[src/rtl/nfde_pkg.sv]
// shared constants, request codes and controller/datapath command and status types
// for the nibble frame buffer draw engine; no dependencies
package nfde_pkg;

   localparam int SCREEN_W    = 160;
   localparam int SCREEN_H    = 128;
   localparam int STORE_BYTES = (SCREEN_W * SCREEN_H + 1) / 2;
   localparam int ADDR_W      = (STORE_BYTES > 1) ? $clog2(STORE_BYTES) : 1;
   localparam int PIX_W       = $clog2(SCREEN_W * SCREEN_H);
   localparam int X_W         = $clog2(SCREEN_W);
   localparam int Y_W         = (SCREEN_H > 1) ? $clog2(SCREEN_H) : 1;
   localparam int COORD_W     = 12;
   localparam int CNT_W       = 9;
   localparam int SEG_W       = 3;

   localparam logic [ADDR_W-1:0] SWEEP_LAST = ADDR_W'(STORE_BYTES - 1);

   typedef enum logic [2:0] {
      OP_FILL    = 3'd0,
      OP_POINT   = 3'd1,
      OP_HRUN    = 3'd2,
      OP_VRUN    = 3'd3,
      OP_RECT    = 3'd4,
      OP_OUTLINE = 3'd5,
      OP_OUTFILL = 3'd6,
      OP_READ    = 3'd7
   } op_type;

   typedef struct packed {
      logic load_req;
      logic sweep_step;
      logic sweep_fill;
      logic seg_load;
      logic seg_next;
      logic pix_addr;
      logic mem_read;
      logic pix_write;
      logic pix_adv;
   } dp_cmd_type;

   typedef struct packed {
      logic sweep_last;
      logic seg_empty;
      logic seg_last;
      logic pix_last;
   } dp_status_type;

endpackage

[src/rtl/nfde_ctrl.sv]
// draw engine controller: request sequencing, frame store sweeps and pixel
// read-modify-write steps; depends on nfde_pkg
module nfde_ctrl (
   input  logic                    clock,
   input  logic                    reset,
   input  logic                    start,
   input  logic [2:0]              req_type,
   input  nfde_pkg::dp_status_type status,
   output nfde_pkg::dp_cmd_type    cmd,
   output logic                    busy,
   output logic                    rsp_strobe
);

   typedef enum logic [3:0] {
      ST_CLEAR,
      ST_IDLE,
      ST_SWEEP,
      ST_SEG,
      ST_PIX_ADDR,
      ST_PIX_READ,
      ST_PIX_WRITE,
      ST_RD_ADDR,
      ST_RD_READ
   } state_type;

   state_type state_ff;
   logic      strobe_ff;

   always_ff @(posedge clock) begin
      if (reset) begin
         state_ff  <= ST_CLEAR;
         strobe_ff <= 1'b0;
      end else begin
         strobe_ff <= 1'b0;
         unique case (state_ff)
            ST_CLEAR: begin
               if (status.sweep_last) state_ff <= ST_IDLE;
            end
            ST_IDLE: begin
               if (start) begin
                  unique case (nfde_pkg::op_type'(req_type))
                     nfde_pkg::OP_FILL: state_ff <= ST_SWEEP;
                     nfde_pkg::OP_READ: state_ff <= ST_RD_ADDR;
                     default:           state_ff <= ST_SEG;
                  endcase
               end
            end
            ST_SWEEP: begin
               if (status.sweep_last) begin
                  state_ff  <= ST_IDLE;
                  strobe_ff <= 1'b1;
               end
            end
            ST_SEG: begin
               if (status.seg_empty && status.seg_last) begin
                  state_ff  <= ST_IDLE;
                  strobe_ff <= 1'b1;
               end else if (!status.seg_empty) begin
                  state_ff <= ST_PIX_ADDR;
               end
            end
            ST_PIX_ADDR: state_ff <= ST_PIX_READ;
            ST_PIX_READ: state_ff <= ST_PIX_WRITE;
            ST_PIX_WRITE: begin
               if (status.pix_last) begin
                  if (status.seg_last) begin
                     state_ff  <= ST_IDLE;
                     strobe_ff <= 1'b1;
                  end else begin
                     state_ff <= ST_SEG;
                  end
               end else begin
                  state_ff <= ST_PIX_ADDR;
               end
            end
            ST_RD_ADDR: state_ff <= ST_RD_READ;
            ST_RD_READ: begin
               state_ff  <= ST_IDLE;
               strobe_ff <= 1'b1;
            end
            default: state_ff <= ST_IDLE;
         endcase
      end
   end

   always_comb begin
      cmd = '0;
      unique case (state_ff)
         ST_CLEAR: cmd.sweep_step = 1'b1;
         ST_IDLE:  cmd.load_req   = start;
         ST_SWEEP: begin
            cmd.sweep_step = 1'b1;
            cmd.sweep_fill = 1'b1;
         end
         ST_SEG: begin
            cmd.seg_load = !status.seg_empty;
            cmd.seg_next = status.seg_empty && !status.seg_last;
         end
         ST_PIX_ADDR: cmd.pix_addr = 1'b1;
         ST_PIX_READ: cmd.mem_read = 1'b1;
         ST_PIX_WRITE: begin
            cmd.pix_write = 1'b1;
            cmd.pix_adv   = 1'b1;
            cmd.seg_next  = status.pix_last && !status.seg_last;
         end
         ST_RD_ADDR: cmd.pix_addr = 1'b1;
         ST_RD_READ: cmd.mem_read = 1'b1;
         default:    cmd = '0;
      endcase
   end

   assign busy       = (state_ff != ST_IDLE);
   assign rsp_strobe = strobe_ff;

   // a result always lands in the idle cycle that follows the last step
   a_strobe_idle: assert property (@(posedge clock) disable iff (reset)
      strobe_ff |-> (state_ff == ST_IDLE))
      else $error("result strobe outside idle");

   // an accepted request leaves idle
   a_accept_busy: assert property (@(posedge clock) disable iff (reset)
      (start && !busy) |=> busy)
      else $error("accepted request did not start");

   // every write step follows its read step
   a_write_after_read: assert property (@(posedge clock) disable iff (reset)
      (state_ff == ST_PIX_WRITE) |-> ($past(state_ff) == ST_PIX_READ))
      else $error("pixel write without read");

endmodule

[config.mk]
export PLATFORM = sky130hd
export DESIGN_NAME = nfde_ctrl
export DESIGN_NICKNAME = d
export VERILOG_FILES = /design/src/rtl/nfde_pkg.sv /design/src/rtl/nfde_ctrl.sv
export SDC_FILE = /design/constraint.sdc
export NUM_CORES = 1
export LEC_CHECK = 0
export BUFFER_PORTS_ARGS = -buffer_cell sky130_fd_sc_hd__buf_2
export CAP_MARGIN = 30
export CORE_AREA = 2 2 39 41
export DETAILED_ROUTE_END_ITERATION = 8
export DIE_AREA = 0 0 41 43
export GPL_ROUTABILITY_DRIVEN = 0
export GPL_TIMING_DRIVEN = 0
export PLACE_DENSITY_LB_ADDON = 0.2
export SYNTH_ARGS = -nofsm -noshare
export SYNTH_HDL_FRONTEND = slang
export SYNTH_SLANG_ARGS = --single-unit
[constraint.sdc]
create_clock -name clock -period 2.4 [get_ports clock]
set_clock_uncertainty 0.05 [all_clocks]
set_input_delay 0.24 -clock clock [delete_from_list [all_inputs] [get_ports clock]]
set_output_delay 0.24 -clock clock [all_outputs]
set_load 0.02 [all_outputs]
; ---- Yosys cells after proc, flatten, opt, wreduce, memory -nomap -nowiden
; Index checks and enable logic that the tools add are counted.
[word_totals]
ff_bits = 5
latchBits = 0
ram_bits = 0
romBits = 0
inputBits = 10
out_inout_bits = 11
word_cells = 47
memories = 0
[classes]
add_sub_neg = 0
multipliers = 0
n_div = 0
magnitude_cmp = 0
eq_ne = 13
shift = 0
muxes = 21
bitwise = 0
reduce_logical = 11
[ops]
columns = cell, n
row1 = $pmux 4 s7, 1
row2 = $mux 4, 5
row3 = $eq 4x3->1 const B, 4
row4 = $mux 1, 10
row5 = $eq 4x2->1 const B, 2
row6 = $pmux 3 s2, 1
row7 = $reduce_or 2->1, 3
row8 = $eq 4x1->1 const B, 1
row9 = $eq 4x4->1 const B, 1
row10 = $logic_not 4->1, 1
row11 = $mux 2, 2
row12 = $ne 4x1->1 const B, 1
row13 = $pmux 1 s4, 1
row14 = $eq 3x3->1 const B, 1
row15 = $logic_and 1x1->1, 3
row16 = $logic_not 3->1, 1
row17 = $ne 3x3->1 const B, 1
row18 = $reduce_and 3->1, 1
row19 = $logic_not 1->1, 2
row20 = $ne 2x1->1 const B, 1
row21 = $ne 2x2->1 const B, 1
row22 = $pmux 1 s2, 1

; ---- Depth between registers and ports, before layout
[depth]
depth_word = 4
depth_mapped = 5
mapped_depth_nobuf = 4

; ---- Worst setup path before layout
; No wires, ideal clock.
[synth_path]
path_kind = reg-to-output
start = register state_ff[0]
end = output cmd[8] (netlist name)
arrival_ps = 1395
required_ps = 2110
slack_ps = 715
stages_incl_launch_ff = 5
n_path_buf = 1
path_cell_list = dfxtp_1 > buf_4 > nand2b_1 > or3_2 > nor2_1
[synth_rtl]
columns = element, line
row1 = start: declaration, nfde_ctrl.sv:26  ; state_type state_ff;
row2 = start signal: assignment, nfde_ctrl.sv:31  ; state_ff <= ST_CLEAR;
row3 = start signal: assignment, nfde_ctrl.sv:37  ; if (status.sweep_last) state_ff <= ST_IDLE;
row4 = start signal: assignment, nfde_ctrl.sv:42  ; nfde_pkg::OP_FILL: state_ff <= ST_SWEEP;
row5 = end: declaration, nfde_ctrl.sv:9  ; output nfde_pkg::dp_cmd_type cmd,

==> results.cfg <==
[run_status]
outcome = complete, no violations

[clock_tree]
worstSkewPairLatency_ps = 240
path_clk_slew_ps = 40
cts_resized = 0
cts.sinks = 5
clockRootBuffer = clkbuf_4
cts_hold_buf = 0
htree_levels = 1
cts_buffer_depth = 2
post_cts_buffers = 0
cts_made_buffers = 3
cts_tree = done

[global_routing]
grt-ovfl-total = 0
grt_max_degree = 11
antenna_found_initial = 0
grt_pass1_wl_um = 1950
grt_pass1_vias = 480
track_usage_pct = 15.5

[floorplanning]
io_pins = 21
dieArea_mm2 = 0.00176
core_region_area_mm2 = 0.00138
die_w_um = 41
chipHeight_um = 43
start_util_pct = 33.0
rows = 14

[cells_and_area]
fin_cells = 104
final_cell_area_um2 = 603
layout-drive-gt1-share_pct = 36.4
area_delta_synth_final_pct = 32.1
num_antenna_cells = 0
final_nets = 99

[sta]
fin_tns_setup_ps = 0
finalHoldViolCount = 0
grt_setup_unrepaired = no
worst_slack_ps = 488
fin_crit_sh_pct = 79.7
fmax_ghz = 0.523
worstMarginPinSlew_ps = 322
period_minus_slack_ps = 1910
drv_slew = 0
slew-limit-headroom_pct = 78.5
setup_violations = 0

[worst_hold_path]
hp-class = input pin to register

[power_and_ir_drop]
p_leak_nw = 0.277
finalPower_uw = 291
p_switching_uw = 97.2
seq_power_share_pct = 32.7
p_int_uw = 193
ir_drop_mv = 0.270
clkPwrFrac_pct = 32.0
switching_share_pct = 33.5
power_density_mw_per_mm2 = 482
power_frac_comb_pct = 35.3

[logic_synthesis]
synth_enable_flop_cells = 0
avgSynthCellArea_um2 = 7.14
post-synth-top-count-cell = nor2_1
synthArstFlopShare_pct = 0
netlist_instances = 64
netlist_area_um2 = 457
synth_top_area_cell = dfxtp_1
ys_types = 29
ys_ff_latch = 5
synthTopCellsByArea = dfxtp_1 22%, nor3_1 6.6%, nor2_1 6.6%, a21oi_1 5.5%, buf_4 4.9%
yosys-top-cells-count = 8 x nor2_1, 6 x nor3_1, 5 x a21oi_1, 5 x dfxtp_1, 5 x nand2_1
yosys_warnings = 0
syn_nets = 74
yosys.area.top_type_share_pct = 21.9
synth-seq-area-share_pct = 21.9
ys.flop_type = dfxtp_1

[critical_path]
worstPathRequired_ps = 2110
critPathBufInv = 2
cp_max_fo = 10
cp_cell_sequence = buf_4 > nand2b_1 > or3_2 > nor2_1 > buf_2
critPathLaunchType = register
cp-end-kind = output port
setup.worst_path.class = register to output port
crit_path_top_delay_cell = dfxtp_1
critical_path_arrival_ps = 1620
path_delay_family = simple AND/OR/NAND/NOR gates
slowest_delay_ps = 420

[drt]
drtIter0Drc = 13
avgViaCountPerCell = 5.49
firstDrtPassIters = 4
totalWireLength_um = 1250
route.detailed.drc = 0
ant_nets = 0
vias = 571
wire_per_inst_um = 12.0

[placed_design]
placed_area_um2 = 577
dp.cells = 100
dp_slack_ps = 756
port-buffer-count = 20
hpwl_um = 916

[run]
cap_violations = 0
[cells in the final DEF, fill, tap and decap left out, types with 2 or more instances in the layout]
cell	n
a21oi_1	5
a41oi_1	2
buf_2	20
buf_4	3
clkbuf_4	3
dfxtp_1	5
inv_1	3
nand2_1	5
nand2b_1	3
nand3_1	3
nor2_1	8
nor3_1	6
o31ai_1	2
or3_1	2
[metal layers]
layer  track usage (%)  routed length (um)  up-vias
met5                 0                   0        -
met4              4.00                   0        0
met3              3.14                  81        0
met2              22.5                 586       24
met1              22.7                 583      265
li1                  -                   -      282
[worst paths after layout]
kind,startpoint,endpoint,slack [ps],cells past startpoint
max,state_ff[0],cmd[8],490,5
min,reset,state_ff[3],230,2
max reg2reg,state_ff[3],rsp_strobe,950,4
min reg2reg,state_ff[3],state_ff[1],620,2
[worst reg2reg max path: cells and delay by family (launching register included)]
family                 cells  cell delay (ps)
buffers and inverters      1               90
and+or+nand+nor            2              710
AOI/OAI and AO/OA          1               90
DFF                        1              420
[state kept, by name, summed over array words and instances, names as in the netlist]
name	cells
rsp_strobe	1
state_ff	4
[metrics by stage]
step	utilization, %	hold WS (ps)
2_1_floorplan	-	267
3_3_place_gp	41.7	475
3_5_place_dp	41.7	465
4_1_cts	43.6	215
5_1_grt	43.6	229
6_report	43.6	234
[power by group through the flow]
stage	clock network [mW]	registers, mW	logic, mW
2_1_floorplan	0	0.0942	0.0706
3_3_place_gp	0	0.0964	0.102
3_5_place_dp	0	0.0962	0.101
4_1_cts	0.0992	0.0947	0.102
5_1_grt	0.104	0.0953	0.113
6_report	0.0931	0.0951	0.103
[final cells by class]
class	count	area (um2)
Inverter	4	15.0
Buffer	4	33.8
Tap cell	16	20.0
Timing Repair Buffer	20	100
Multi-Input combinational cell	51	308
Clock buffer	4	26.3
Fill cell	158	781
Sequential cell	5	100
[cell families after synthesis]
kind of cell	after synthesis	share of synthesized area, %
AOI/OAI and AO/OA	16	25.8
xor gates and xnor gates	1	1.92
buffers and inverters	8	10.7
DFF	5	21.9
and+or+nand+nor	34	39.7
No activity file was read; power rests on OpenSTA's default activity.
